### src/sv/pointer_motion_acceleration_macros.svh
// ----------------------------------------------------------------------------
// pointer motion acceleration assertion macros
// shared property forms for the block's concurrent checks
// ----------------------------------------------------------------------------
`ifndef POINTER_MOTION_ACCELERATION_MACROS_SVH
`define POINTER_MOTION_ACCELERATION_MACROS_SVH

// same-cycle implication
`define PMA_CHECK(lbl, clk, rst_n, ante, cons, msg) \
    lbl: assert property (@(posedge clk) disable iff (!rst_n) (ante) |-> (cons)) \
        else $error(msg);

// next-cycle implication
`define PMA_CHECK_NEXT(lbl, clk, rst_n, ante, cons, msg) \
    lbl: assert property (@(posedge clk) disable iff (!rst_n) (ante) |=> (cons)) \
        else $error(msg);

`endif

### src/sv/pma_pkg.sv
// ----------------------------------------------------------------------------
// pma_pkg
// types and fixed constants of the pointer motion acceleration block
// ----------------------------------------------------------------------------
package pma_pkg;

    typedef struct packed {
        logic signed [15:0] delta_x;
        logic signed [15:0] delta_y;
        logic        [31:0] time_ms;
    } pma_in_t;

    typedef struct packed {
        logic signed [7:0] report_x;
        logic signed [7:0] report_y;
    } pma_out_t;

    typedef struct packed {
        logic [6:0]  cpi_hundreds;
        logic [23:0] accel_start_speed;
        logic [23:0] accel_end_speed;
        logic [9:0]  gain_min;
        logic [9:0]  gain_max;
        logic [15:0] idle_reset_ms;
        logic        left_side;
        logic        mounting;
    } pma_cfg_t;

    // register indexes
    localparam logic [2:0] REG_CPI   = 3'd0;
    localparam logic [2:0] REG_START = 3'd1;
    localparam logic [2:0] REG_END   = 3'd2;
    localparam logic [2:0] REG_GMIN  = 3'd3;
    localparam logic [2:0] REG_GMAX  = 3'd4;
    localparam logic [2:0] REG_IDLE  = 3'd5;
    localparam logic [2:0] REG_LEFT  = 3'd6;
    localparam logic [2:0] REG_MOUNT = 3'd7;

    localparam logic [6:0]  CPI_DEFAULT   = 7'd5;
    localparam logic [6:0]  CPI_MAX       = 7'd120;
    localparam logic [23:0] START_DEFAULT = 24'd100;
    localparam logic [23:0] END_DEFAULT   = 24'd1000;
    localparam logic [9:0]  GMIN_DEFAULT  = 10'd100;
    localparam logic [9:0]  GMAX_DEFAULT  = 10'd100;
    localparam logic [15:0] IDLE_DEFAULT  = 16'd100;

    // serial divider geometry
    localparam int DIV_NUM_W = 42;
    localparam int DIV_DEN_W = 46;
    localparam int DIV_CNT_W = 6;

    localparam logic [DIV_CNT_W-1:0] STEPS_SPEED = 6'd33;
    localparam logic [DIV_CNT_W-1:0] STEPS_T     = 6'd34;
    localparam logic [DIV_CNT_W-1:0] STEPS_S     = 6'd30;
    localparam logic [DIV_CNT_W-1:0] STEPS_G     = 6'd20;
    localparam logic [DIV_CNT_W-1:0] STEPS_AXIS  = 6'd42;

    localparam logic [16:0] SPEED_SCALE = 17'd100000;
    localparam logic [13:0] CPI_SCALE   = 14'd100;
    localparam logic [9:0]  T_SCALE     = 10'd1000;
    localparam logic [11:0] CUBE_BASE   = 12'd3000;
    localparam logic [DIV_DEN_W-1:0] S_SCALE    = 46'd1000000;
    localparam logic [DIV_DEN_W-1:0] SPAN_SCALE = 46'd1000;
    localparam logic [DIV_DEN_W-1:0] GAIN_SCALE = 46'd100;

    localparam logic [31:0] ROOT_TOP = 32'h4000_0000;

endpackage

### src/sv/pma_sqrt.sv
// ----------------------------------------------------------------------------
// pma_sqrt
// integer square root, one result bit per cycle
// ----------------------------------------------------------------------------
module pma_sqrt (
    input  logic        clk,
    input  logic        rst_n,
    input  logic        start,
    input  logic [31:0] n,
    output logic        done,
    output logic [15:0] root
);

    logic [31:0] n_reg;
    logic [31:0] res_reg;
    logic [31:0] bit_reg;
    logic        done_reg;
    logic [31:0] trial;
    logic        ge;

    always_comb
    begin
        trial = res_reg + bit_reg;
        ge    = n_reg >= trial;
    end

    always_ff @(posedge clk or negedge rst_n)
    begin
        if (!rst_n)
        begin
            bit_reg  <= '0;
            done_reg <= 1'b0;
        end
        else
        begin
            done_reg <= 1'b0;
            if (start)
            begin
                bit_reg <= pma_pkg::ROOT_TOP;
            end
            else if (bit_reg != '0)
            begin
                bit_reg  <= bit_reg >> 2;
                done_reg <= (bit_reg == 32'd1);
            end
        end
    end

    always_ff @(posedge clk)
    begin
        if (start)
        begin
            n_reg   <= n;
            res_reg <= '0;
        end
        else if (bit_reg != '0)
        begin
            if (ge)
            begin
                n_reg   <= n_reg - trial;
                res_reg <= (res_reg >> 1) + bit_reg;
            end
            else
            begin
                res_reg <= res_reg >> 1;
            end
        end
    end

    assign done = done_reg;
    assign root = res_reg[15:0];

endmodule

### config.mk
export PLATFORM = sky130hd
export DESIGN_NAME = pma_sqrt
export DESIGN_NICKNAME = d
export VERILOG_FILES = /design/src/sv/pointer_motion_acceleration_macros.svh /design/src/sv/pma_pkg.sv /design/src/sv/pma_sqrt.sv
export SDC_FILE = /design/constraint.sdc
export NUM_CORES = 1
export LEC_CHECK = 0
export ABC_AREA = 1
export BUFFER_PORTS_ARGS = -buffer_cell sky130_fd_sc_hd__clkbuf_2
export CAP_MARGIN = 5
export CORE_MARGIN = 8
export CORE_UTILIZATION = 60
export DETAILED_ROUTE_END_ITERATION = 7
export PLACE_DENSITY = 0.88
export SYNTH_ARGS = -nofsm -noshare
export SYNTH_HDL_FRONTEND = slang
export SYNTH_SLANG_ARGS = --single-unit
### constraint.sdc
create_clock -name clk -period 6.9 [get_ports clk]
set_clock_uncertainty 0.2 [all_clocks]
set_input_delay 1.38 -clock clk [delete_from_list [all_inputs] [get_ports clk]]
set_output_delay 1.38 -clock clk [all_outputs]
set_load 0.03 [all_outputs]
# Word-level counts from Yosys, hierarchy flattened
# Index checks and enable logic that the tools add are counted.
[totals]
reg_bits = 97
latchBits = 0
ram_bits = 0
rom_bits = 0
input_bits = 35
output_inout_bits = 17
word_cells = 21
n_memories = 0
[op_classes]
add_sub_neg = 3
n_mul = 0
div_mod_pow = 0
order_cmp = 1
n_eq_ne = 1
n_shift = 0
mux = 8
bitwise = 0
reduce_logical = 4
[ops]
columns = ["cell", "n"]
rows = [
  ["$mux 32", 6],
  ["$add 31x32->32", 1],
  ["$add 32x32->32", 1],
  ["$eq 32x1->1 const B", 1],
  ["$ge 32x32->1", 1],
  ["$reduce_bool 32->1", 1],
  ["$sub 32x32->32", 1],
  ["$reduce_bool 2->1", 2],
  ["$mux 1", 2],
  ["$reduce_and 2->1", 1],
]

# Logic depth before layout (Yosys ltp)
# Gate-level depths: netlist of the first run.
[depth]
ltp_word = 5
ltp_mapped = 25

# Least setup slack after synthesis of the first run
# No wires, ideal clock.
[synth_path]
path_kind = "register to register"
start = "reg bit_reg[10]"
end = "reg n_reg[0], enable pin"
setup_ns = 0.441
arrival_ns = 4.466
slack_ns = 1.793
path_stages_with_launch = 18
synth_period_minus_slack_ns = 5.107
path_cell_list = "dfrtp_1 -> ha_1 -> nand2_1 -> o21ai_0 -> inv_1 -> o211ai_1 -> nand2_1 -> nor2_1 -> nor2_1 -> xor2_1 -> ha_1 -> nand2_1 -> nor2_1 -> nand2_1 -> nand2_1 -> a21oi_4 -> buf_2 -> a31oi_1"
[synth_via]
elab_chain_cells = 4
elab_cells_between_ends = 6
classes_between = "add/sub: 1; order compare: 1; reduce/logical: 4"
[synth_rtl]
columns = ["item", "line", "source"]
rows = [
  ["from (decl)", "pma_sqrt.sv:16", "logic [31:0] bit_reg;"],
  ["from (signal assigned)", "pma_sqrt.sv:39", "bit_reg <= pma_pkg::ROOT_TOP;"],
  ["from (signal assigned)", "pma_sqrt.sv:43", "bit_reg <= bit_reg >> 2;"],
  ["$add 32x32->32", "pma_sqrt.sv:23", "trial = res_reg + bit_reg;"],
  ["$ge 32x32->1", "pma_sqrt.sv:24", "ge = n_reg >= trial;"],
  ["$reduce_bool 2->1 (no source line)", "n/a", ""],
  ["$reduce_and 2->1 (no source line) *", "n/a", ""],
  ["to (signal assigned)", "pma_sqrt.sv:53", "n_reg <= n;"],
  ["to (signal assigned)", "pma_sqrt.sv:60", "n_reg <= n_reg - trial;"],
  ["to (decl)", "pma_sqrt.sv:14", "logic [31:0] n_reg;"],
]
# Mark *: on every way between the ends. The rest lies on a longest branch, timed or not.
# A chain may end at the register's enable or synchronous reset.

# Worst setup path in the final report of the first run
[layout_path]
start = "reg res_reg[4]"
end = "reg n_reg[24], enable pin"
[layout_via]
elab_chain_cells = 4
[layout_rtl]
columns = ["item", "line", "source"]
rows = [
  ["from (decl)", "pma_sqrt.sv:15", "logic [31:0] res_reg;"],
  ["from (signal assigned)", "pma_sqrt.sv:61", "res_reg <= (res_reg >> 1) + bit_reg;"],
  ["from (signal assigned)", "pma_sqrt.sv:65", "res_reg <= res_reg >> 1;"],
  ["$add 32x32->32", "pma_sqrt.sv:23", ""],
  ["$ge 32x32->1", "pma_sqrt.sv:24", ""],
  ["$reduce_bool 2->1 (no source line)", "n/a", ""],
  ["$reduce_and 2->1 (no source line)", "n/a", ""],
]
# Every way passes these cells.

==> impl_metrics.yaml, run 1 <==
worst_setup_path:
  critical_path_class: "reg2reg"
  r2r-end: "n_reg[24]$_DFFE_PP_"
  arrival_ns: 4.61
  worst_ep_required_time_ns: 6.67
  timing.critical_path.fanout_max: 32
  critical_path.reg2reg.startpoint: "res_reg[4]$_SDFFE_PP0P_"
  critical_path.startpoint_type: "flop"
  count_of_cells_along_the_worst_register_to_register_path: 18
  regToRegSetupSlack_ns: 2.06
  setup.worst_path.end_class: "flop"
synthesis:
  synth-async-reset-ratio_pct: 20.99
  mappedNetlistNets: 1510
  flip_flop_and_latch_count_after_synthesis: 81
  post_synth_main_area_contributors: "nand2_1 21%, edfxtp_1 11%, ha_1 9.6%, nand3_1 8.0%, inv_1 7.5%"
  ys_top_cells_by_count: "481 x nand2_1, 172 x inv_1, 137 x nand3_1"
  post-synth-top-area-fraction_pct: 20.95
  avgSynthCellArea_um2: 6.120
  synth.yosys.warnings: 0
  ys_types: 43
  synthesis.instances: 1408
  cell_type_contributing_the_most_total_cell_area_after_synthesis: "nand2_1"
  synth_area_mm2: 0.008617
  synth_seq_area_share_pct: 23.52
  cell_with_the_most_instances_after_synthesis: "nand2_1"
  postSynth.topFlopCell: "edfxtp_1"
  synth_edf_count: 32
timing:
  hold_fails_final_rpt: 0
  grt_setup_unrepaired: "false"
  report.final.setup_viol: 0
  max-slew-margin-rel_pct: 25.50
  timing_max_transition_violations_final: 0
  timing_worst_slew_pin_value_ns: 1.117
  finalCriticalPeriod_ns: 4.837
  period_share_pct: 70.10
  setup_slack_ns: 2.063
  fmax_ghz: 0.2067
  timing.setup.tns_ns: 0
placement:
  post-place-ws_ns: 2.127
  buffer_ports.inserted: 51
  gp_congestion: 0.9773
  dp.cells: 1603
  detailedPlacementHpwl_um: 20090
  placement.cell_area_mm2: 0.008882
outcome:
  status: "finished clean"
clock_tree:
  clk_transition_reported_paths_ns: 0.07
  clock_path_buffers: 2
  cts-hold-fix-buffers: 0
  post_cts_resized: 0
  clock_tree.htree_level_count: 3
  ctsRootBufferMaster: "clkbuf_16"
  numClockSinks: 81
  numCtsBuffers: 9
  tritoncts_clock_tree: "yes"
  clock_insertion_delay_worst_skew_ns: 0.36
  cts_setup_buffers: 0
grt:
  antenna_found_initial: 0
  grt_overflow_total: 0
  globalRouteTotalUtil_pct: 28.20
  grt_pass1_wl_um: 41700
  via_count_of_the_first_global_routing_pass: 8919
  grt_start_max_net_pins: 44
worst_hold_path:
  worst_hold_path_class: "reg2reg"
  hold_depth: 2
  min_to: "res_reg[0]$_SDFFE_PP0P_"
  holdCritStartpoint: "res_reg[0]$_SDFFE_PP0P_"
floorplanning:
  dieWidth_um: 135.8
  floorplan.initialDensity_pct: 60.43
  die-height_um: 135.8
  ioPinCount: 52
  std_cell_rows: 44
  design.die.area_mm2: 0.01845
  coreArea_mm2: 0.01426
pwr:
  power_per_unit_of_standard_cell_area_mw_per_mm2: 427.4
  power.static_leakage_nw: 4.359
  ir_drop_mv: 0.2650
routing:
  vias: 9242
  detailedRoute.firstIterationViolations: 927
  routed_wire_length_per_instance_um: 15.65
  drtAntennaViolNets: 0
  drc: 0
  drt_wl_total_um: 25340
  drtPass1Iterations: 6
  avgViaCountPerCell: 5.708
finish:
  number_of_antenna_repair_diodes: 0
  multi_input_area_mm2: 0.005690
  fill_count: 1353
  instances_no_fill: 1619
  layout_area_growth_over_synthesis_pct: 6.418
  postLayoutCellArea_mm2: 0.009170
  final_nets: 1532
  regArea_mm2: 0.002027
  post_route_cells_drive_above_1_share_pct: 7.178
flow_run:
  maxCapViolCount: 0
==> per-stage QoR <==
step                utilization, %  hold WS [ns]  power (mW)
floorplan                        -        0.2505       2.856
global placement             62.29        0.2922       3.312
detailed placement           62.29        0.3247       3.370
CTS                          64.31        0.3348       3.866
global route                 64.31        0.3484       4.258
finish                       64.31        0.3360       3.919
==> power breakdown <==
group          total (mW)  switching (mW)  internal (mW)
Sequential          0.893           0.170          0.723
Combinational        2.55            1.68          0.867
Clock               0.481           0.229          0.252
==> critical path, cell delays in order, from the launching register on <==
cell      delay [ns]
dfxtp_1         0.42
ha_1            0.40
nand2_1         0.12
o21a_1          0.20
nand2_1         0.12
nand2_1         0.07
nand2_1         0.11
nand2_1         0.08
nand2_1         0.13
nand4_1         0.15
nand3b_1        0.12
nand2_1         0.09
ha_1            0.36
nand2_1         0.11
nor2_1          0.25
nand2_1         0.10
nor2_1          0.19
nand2_4         0.21
a31oi_4         0.96
==> how the worst max path moves through the flow <==
stage | slack [ns] | depth (start not counted) | to | start
CTS | 2.08 | 18 | n_reg[23]$_DFFE_PP_ | res_reg[4]$_SDFFE_PP0P_
detailed placement | 2.13 | 18 | n_reg[26]$_DFFE_PP_ | res_reg[4]$_SDFFE_PP0P_
floorplan | 1.79 | 17 | n_reg[0]$_DFFE_PP_ | bit_reg[10]$_DFFE_PN0P_
global route | 1.56 | 14 | n_reg[28]$_DFFE_PP_ | res_reg[14]$_SDFFE_PP0P_
global placement | 2.19 | 18 | n_reg[27]$_DFFE_PP_ | res_reg[4]$_SDFFE_PP0P_
finish | 2.06 | 18 | n_reg[24]$_DFFE_PP_ | res_reg[4]$_SDFFE_PP0P_
==> layer usage <==
| metal | track usage (%) | part of all wire (%) | vias up |
|---|---|---|---|
| li1 | - | - | 4596 |
| met1 | 34.50 | 42 | 4183 |
| met2 | 47.69 | 47 | 377 |
| met3 | 3.326 | 6.4 | 86 |
| met4 | 14.81 | 4.3 | 0 |
| met5 | 0 | 0 | - |
==> kinds of logic (layout without fill, tap and decap cells) <==
family	after synthesis	in the layout	synth area share [%]
DFF	81	81	23.52
buffers and inverters	217	244	10.74
AOI/OAI and AO/OA	166	166	10.53
and+or+nand+nor	837	837	41.32
xor gates and xnor gates	40	40	4.066
adders and majority gates	67	67	9.816
==> cells in the final DEF, fill, tap and decap left out, drive strengths merged, types with 7 or more instances in the layout <==
cell / Yosys / routed
nand2: 488 / 488
inv: 173 / 176
nand3: 138 / 138
nor2: 135 / 135
o21ai: 70 / 70
a21oi: 69 / 69
ha: 66 / 66
clkbuf: 10 / 60
edfxtp: 32 / 32
dfxtp: 32 / 32
nand4: 21 / 21
xnor2: 21 / 21
nor3: 20 / 20
xor2: 19 / 19
dfrtp: 17 / 17
or2: 14 / 14
nand3b: 13 / 13
o21bai: 7 / 7
==> layout make-up <==
type | instances | area share, %
Clock buffer | 9 | 2.456
Clock inverter | 7 | 0.6822
Inverter | 173 | 7.081
Multi-Input combinational cell | 1110 | 62.05
Sequential cell | 81 | 22.10
Tap cell | 184 | 2.511
Timing Repair Buffer | 55 | 3.111
No activity file was read; power rests on OpenSTA's default activity.
==> run 2: changes to the inputs <==
--- a/config.mk
+++ b/config.mk
@@ -5,13 +5,13 @@
 export SDC_FILE = /design/constraint.sdc
 export NUM_CORES = 1
 export LEC_CHECK = 0
-export ABC_AREA = 1
+export ABC_AREA = 0
 export BUFFER_PORTS_ARGS = -buffer_cell sky130_fd_sc_hd__clkbuf_2
 export CAP_MARGIN = 5
 export CORE_MARGIN = 8
 export CORE_UTILIZATION = 60
 export DETAILED_ROUTE_END_ITERATION = 7
-export PLACE_DENSITY = 0.88
+export PLACE_DENSITY = 0.89
 export SYNTH_ARGS = -nofsm -noshare
 export SYNTH_HDL_FRONTEND = slang
 export SYNTH_SLANG_ARGS = --single-unit
==> constraint.sdc (replaced) <==
create_clock -name clk -period 5.1 [get_ports clk]
set_clock_uncertainty 0.2 [all_clocks]
set_input_delay 1.02 -clock clk [delete_from_list [all_inputs] [get_ports clk]]
set_output_delay 1.02 -clock clk [all_outputs]
set_load 0.03 [all_outputs]
==> impl_metrics.yaml, run 2 <==
grt:
  globalRouteMet3Util_pct: 5.712
  grt_start_max_net_pins: 74
  grt.busiest_layer: "met2"
  via_count_of_the_first_global_routing_pass: 6101
  grtUsageMet1_pct: 29.00
  grt_pass1_wl_um: 28950
  antenna_found_initial: 0
  grt_overflow_total: 0
  grt_util_met2_pct: 38.21
  globalRouteTotalUtil_pct: 23.41
routing:
  avgViaCountPerCell: 6.377
  drt_wl_total_um: 18140
  detailedRoute.firstIterationViolations: 486
  vias: 6517
  routed_wire_length_per_instance_um: 17.75
  drtPass1Iterations: 5
  drc: 0
  drtAntennaViolNets: 0
worst_setup_path:
  timing.critical_path.fanout_max: 30
  slowest_delay_ns: 0.53
  timing.critical_path.buf_inv: 2
  cp_top_family: "simple AND/OR/NAND/NOR gates"
  regToRegSetupSlack_ns: 0.26
  critical_path_class: "reg2reg"
  critical_path.startpoint_type: "flop"
  timing.critical_path.from: "bit_reg[4]$_DFFE_PN0P_"
  r2r-end: "res_reg[3]$_SDFFE_PP0P_"
  arrival_ns: 4.90
  critical_path.reg2reg.startpoint: "bit_reg[4]$_DFFE_PN0P_"
  path_cells: "ha_1, a21oi_1, o21bai_1, a31oi_2, nor2_1, or2_2, xnor2_1, ha_1, and3_4, nand4_1, or4_1, a21oi_2, o41ai_4, buf_4, buf_6, or3_1, a311oi_1"
  setup.worst_path.end_class: "flop"
  worst_ep_required_time_ns: 5.15
  cp.depth: 17
  worst_path_max_delay_cell: "or4_1"
  count_of_cells_along_the_worst_register_to_register_path: 17
  cp_common_cell: "ha_1"
synthesis:
  synth-async-reset-ratio_pct: 20.99
  ys_top_cells_by_count: "92 x nand2_1, 78 x nor2_1, 66 x ha_1"
  synthesis.instances: 852
  postSynth.topFlopCell: "edfxtp_1"
  post_synth_main_area_contributors: "edfxtp_1 14%, ha_1 12%, dfxtp_1 9.1%, dfrtp_1 6.1%, nand2_1 4.9%"
  post-synth-top-area-fraction_pct: 13.70
  synth_edf_count: 32
  avgSynthCellArea_um2: 8.231
  cell_with_the_most_instances_after_synthesis: "nand2_1"
  ys_types: 66
  mappedNetlistNets: 954
  flip_flop_and_latch_count_after_synthesis: 81
  synth.yosys.warnings: 0
  cell_type_contributing_the_most_total_cell_area_after_synthesis: "edfxtp_1"
  synth_seq_area_share_pct: 28.90
  synth_area_mm2: 0.007013
floorplanning:
  die-height_um: 124.1
  floorplan.initialDensity_pct: 61.42
  design.die.area_mm2: 0.01540
  ioPinCount: 52
  dieWidth_um: 124.1
  coreArea_mm2: 0.01142
  std_cell_rows: 39
finish:
  most-common-layout-cells: "92 x nand2_1, 78 x nor2_1, 66 x ha_1, 57 x o21ai_0, 50 x clkbuf_2"
  number_of_antenna_repair_diodes: 0
  fin_util_pct: 67.41
  most_common_cell_after_layout_fill_and_taps_aside: "nand2_1"
  regArea_mm2: 0.002029
  final_nets: 976
  multi_input_area_mm2: 0.004715
  instances_no_fill: 1022
  layout_area_growth_over_synthesis_pct: 9.759
  post_route_cells_drive_above_1_share_pct: 12.97
  fill_count: 918
clock_tree:
  cts-hold-fix-buffers: 0
  ctsRootBufferMaster: "clkbuf_16"
  clock_tree.htree_level_count: 3
  numCtsBuffers: 9
  tritoncts_clock_tree: "yes"
  clk_transition_reported_paths_ns: 0.06
  numClockSinks: 81
  clock_insertion_delay_worst_skew_ns: 0.35
  clock_path_buffers: 2
pwr:
  ir_drop_mv: 0.4796
  power_per_unit_of_standard_cell_area_mw_per_mm2: 595.1
  power.static_leakage_nw: 3.113
timing:
  timing_worst_slew_pin_value_ns: 0.7098
  timing.setup.tns_ns: 0
  setup_slack_ns: 0.2555
  finalCriticalPeriod_ns: 4.845
  timing_max_transition_violations_final: 0
  max-slew-margin-rel_pct: 52.68
  hold_fails_final_rpt: 0
  report.final.setup_viol: 0
  fmax_ghz: 0.2064
  period_share_pct: 94.99
placement:
  gp_congestion: 0.9429
  post-place-ws_ns: 0.1457
  buffer_ports.inserted: 51
  dp.cells: 1003
  detailedPlacementHpwl_um: 12800
worst_hold_path:
  hold_depth: 2
  worst_hold_path_class: "reg2reg"
  holdCritStartpoint: "res_reg[0]$_SDFFE_PP0P_"
  min_to: "res_reg[0]$_SDFFE_PP0P_"
flow_run:
  maxCapViolCount: 0
outcome:
  status: "finished clean"
==> run 2: cell families (layout without fill, tap and decap cells) <==
group,count (synthesis),after routing,share of synthesized area (%)
flip-flops,81,81,28.90
XOR/XNOR,65,65,8.118
multiplexers,7,7,1.035
buffers and inverters,71,98,4.906
AO/OA/AOI/OAI,260,260,24.26
adder cells (fa/ha/maj),67,67,12.06
AND/OR/NAND/NOR,301,301,20.71
==> run 2: report_power, final <==
part | internal [mW] | switching [mW]
clock network | 0.431 | 0.275
logic | 1.12 | 1.64
registers | 0.953 | 0.160
==> run 2: layout make-up <==
cell class / instances / share of cell area, %
Multi-Input combinational cell: 700 / 61.25
Sequential cell: 81 / 26.37
Timing Repair Buffer: 64 / 5.055
Clock buffer: 10 / 2.975
Tap cell: 143 / 2.324
Clock inverter: 6 / 1.154
Inverter: 18 / 0.8778
==> run 2: how the worst max path moves through the flow <==
stage | to | slack, ns
after floorplan | n_reg[0]$_DFFE_PP_ | 0.12
after global placement | n_reg[27]$_DFFE_PP_ | 0.13
after detailed placement | n_reg[31]$_DFFE_PP_ | 0.15
after CTS | n_reg[31]$_DFFE_PP_ | 0.07
after global routing | res_reg[22]$_SDFFE_PP0P_ | -0.05
final | res_reg[3]$_SDFFE_PP0P_ | 0.26
==> run 2: worst reg2reg max path, delay by kind of cell (launching register included) <==
kind            cells  cell delay (ns)
xor+xnor            1             0.13
buf+inv             2             0.35
flops               1             0.42
compound gates      6             1.22
simple gates        6             1.69
fa+ha+maj           2             0.74
==> run 2: repair_timing <==
action / in CTS / in global routing
buffers inserted: 0 / 2
gates resized for setup: 0 / 20
setup endpoints to repair: 0 / 66
==> run 2: stage by stage <==
step                power, mW  area [um2]  hold slack, ns
floorplan               3.185        7017          0.2951
global placement        3.652        7277          0.3100
detailed placement      3.700        7277          0.3172
CTS                     4.431        7595          0.3254
global route            4.909        7697          0.3770
finish                  4.581        7697          0.3199
==> run 2: per-layer routing <==
layer	part of all wire, %	wire length, um
met4	2.8	503
met1	43	7715
met5	0	0
met3	6.6	1206
met2	48	8712
==> run 3: changes to the inputs <==
--- a/config.mk
+++ b/config.mk
@@ -5,13 +5,13 @@
 export SDC_FILE = /design/constraint.sdc
 export NUM_CORES = 1
 export LEC_CHECK = 0
-export ABC_AREA = 0
 export BUFFER_PORTS_ARGS = -buffer_cell sky130_fd_sc_hd__clkbuf_2
 export CAP_MARGIN = 5
-export CORE_MARGIN = 8
+export CORE_MARGIN = 4
 export CORE_UTILIZATION = 60
 export DETAILED_ROUTE_END_ITERATION = 7
 export PLACE_DENSITY = 0.89
+export REMOVE_ABC_BUFFERS = 1
 export SYNTH_ARGS = -nofsm -noshare
 export SYNTH_HDL_FRONTEND = slang
 export SYNTH_SLANG_ARGS = --single-unit
==> impl_metrics.yaml, run 3 (synthesized netlist as in run 2, its figures left out) <==
finish:
  final_nets: 979
  most_common_cell_after_layout_fill_and_taps_aside: "nand2_1"
  layout_area_growth_over_synthesis_pct: 9.474
  most-common-layout-cells: "92 x nand2_1, 78 x nor2_1, 66 x ha_1, 57 x o21ai_0, 52 x a21oi_1"
  number_of_antenna_repair_diodes: 0
  fill_count: 923
  post_route_cells_drive_above_1_share_pct: 12.70
  instances_no_fill: 1025
  fin_util_pct: 67.24
clock_tree:
  clock_path_buffers: 2
  clock_insertion_delay_worst_skew_ns: 0.35
  cts-hold-fix-buffers: 0
  clock_tree.htree_level_count: 3
  numClockSinks: 81
  numCtsBuffers: 9
  ctsRootBufferMaster: "clkbuf_16"
  clk_transition_reported_paths_ns: 0.06
  tritoncts_clock_tree: "yes"
timing:
  fmax_ghz: 0.2028
  max-slew-margin-rel_pct: 37.87
  hold_fails_final_rpt: 0
  timing_worst_slew_pin_value_ns: 0.9319
  finalCriticalPeriod_ns: 4.931
  period_share_pct: 96.68
  timing_max_transition_violations_final: 0
  timing.setup.tns_ns: 0
  report.final.setup_viol: 0
routing:
  drtAntennaViolNets: 0
  vias: 6621
  drtPass1Iterations: 7
  avgViaCountPerCell: 6.460
  drt_wl_total_um: 18660
  detailedRoute.firstIterationViolations: 545
  routed_wire_length_per_instance_um: 18.21
  drc: 0
grt:
  globalRouteTotalUtil_pct: 27.35
  grt_start_max_net_pins: 66
  antenna_found_initial: 0
  grt_pass1_wl_um: 29450
  grt_overflow_total: 0
  via_count_of_the_first_global_routing_pass: 6081
floorplanning:
  ioPinCount: 52
  design.die.area_mm2: 0.01348
  floorplan.initialDensity_pct: 61.42
  std_cell_rows: 39
  die-height_um: 116.1
  dieWidth_um: 116.1
  coreArea_mm2: 0.01142
placement:
  dp.cells: 1005
  buffer_ports.inserted: 51
  detailedPlacementHpwl_um: 13060
  gp_congestion: 0.9828
worst_setup_path:
  regToRegSetupSlack_ns: 0.17
  cp_common_cell: "a21oi_1"
  setup.worst_path.end_class: "flop"
  r2r-end: "res_reg[29]$_SDFFE_PP0P_"
  critical_path.startpoint_type: "flop"
  cp.depth: 20
  path_cells: "ha_1, nand2_1, nor3_2, a31oi_2, nor4b_1, o21ai_0, nand2_1, a21oi_1, xor2_1, ha_1, a21oi_1, o21bai_1, a21oi_1, nand2_1, o41ai_4, buf_4, buf_6, a21oi_1, xnor2_1, a211oi_1"
  endpoint: "res_reg[29]$_SDFFE_PP0P_"
  timing.critical_path.buf_inv: 2
  count_of_cells_along_the_worst_register_to_register_path: 20
  cp_top_family: "compound AO/OA/AOI/OAI gates"
  critical_path.reg2reg.startpoint: "bit_reg[10]$_DFFE_PN0P_"
  arrival_ns: 4.99
  timing.critical_path.from: "bit_reg[10]$_DFFE_PN0P_"
  worst_ep_required_time_ns: 5.15
  slowest_delay_ns: 0.53
  worst_path_max_delay_cell: "o41ai_4"
  critical_path_class: "reg2reg"
  timing.critical_path.fanout_max: 15
worst_hold_path:
  worst_hold_path_class: "reg2reg"
outcome:
  status: "finished clean"
pwr:
  power.static_leakage_nw: 3.121
  sum_of_internal_switching_and_leakage_power_mw: 4.654
  power_per_unit_of_standard_cell_area_mw_per_mm2: 606.3
  ir_drop_mv: 0.3306
flow_run:
  maxCapViolCount: 0
run 3: worst reg2reg max path, cell delays in order (launching register included):
cell and delay (ns):
dfrtp_1 0.42, ha_1 0.35, nand2_1 0.11, nor3_2 0.29
a31oi_2 0.18, nor4b_1 0.39, o21ai_0 0.15, nand2_1 0.15
a21oi_1 0.10, xor2_1 0.15, ha_1 0.35, a21oi_1 0.22
o21bai_1 0.09, a21oi_1 0.19, nand2_1 0.12, o41ai_4 0.53
buf_4 0.21, buf_6 0.18, a21oi_1 0.08, xnor2_1 0.14
a211oi_1 0.24
run 3: metal layers:
layer / up-vias / track usage (%) / share of wire [%]
li1: 3202 / - / -
met1: 3089 / 36.53 / 43
met2: 284 / 45.34 / 47
met3: 46 / 4.404 / 7.2
met4: 0 / 9.358 / 2.7
met5: - / 0 / 0
run 3: worst min path at each step:
| stage | slack [ns] | endpoint | depth (start not counted) | from |
|---|---|---|---|---|
| after detailed placement | 0.33 | res_reg[0]$_SDFFE_PP0P_ | 2 | res_reg[0]$_SDFFE_PP0P_ |
| after floorplan | 0.29 | res_reg[18]$_SDFFE_PP0P_ | 2 | res_reg[18]$_SDFFE_PP0P_ |
| after global placement | 0.32 | res_reg[0]$_SDFFE_PP0P_ | 2 | res_reg[0]$_SDFFE_PP0P_ |
| final | 0.34 | res_reg[0]$_SDFFE_PP0P_ | 2 | res_reg[0]$_SDFFE_PP0P_ |
| after CTS | 0.34 | res_reg[0]$_SDFFE_PP0P_ | 2 | res_reg[0]$_SDFFE_PP0P_ |
| after global routing | 0.36 | res_reg[0]$_SDFFE_PP0P_ | 2 | res_reg[0]$_SDFFE_PP0P_ |
run 3: repair_timing:
item,CTS,global route
endpoints found under the setup margin,0,65
hold endpoints to repair,0,0
gates resized for setup,0,14
setup buffers,0,2
run 3: area by class of cell:
type	count	area, um2	share of cell area [%]
clock buffer	11	252.7	3.292
clock inverter	5	57.56	0.7497
inverter	18	67.56	0.8801
multi-input combinational	700	4686	61.03
sequential	81	2028	26.42
tap	143	178.9	2.331
timing repair buffer	67	406.6	5.297
run 3: power breakdown:
group / internal [mW] / switching (mW) / leakage [nW] / total (mW)
sequential: 0.954 / 0.167 / 0.821 / 1.12
combinational: 1.14 / 1.70 / 2.14 / 2.84
clock: 0.409 / 0.281 / 0.157 / 0.690
run 3: through the flow:
stage / hold WS [ns] / setup slack (ns) / area [um2]
floorplan: 0.2889 / -2.259 / 6736
global placement: 0.3157 / 0.2941 / 7279
detailed placement: 0.3346 / 0.1394 / 7279
CTS: 0.3431 / 0.1204 / 7590
global route: 0.3577 / -0.07215 / 7677
finish: 0.3430 / 0.1691 / 7677
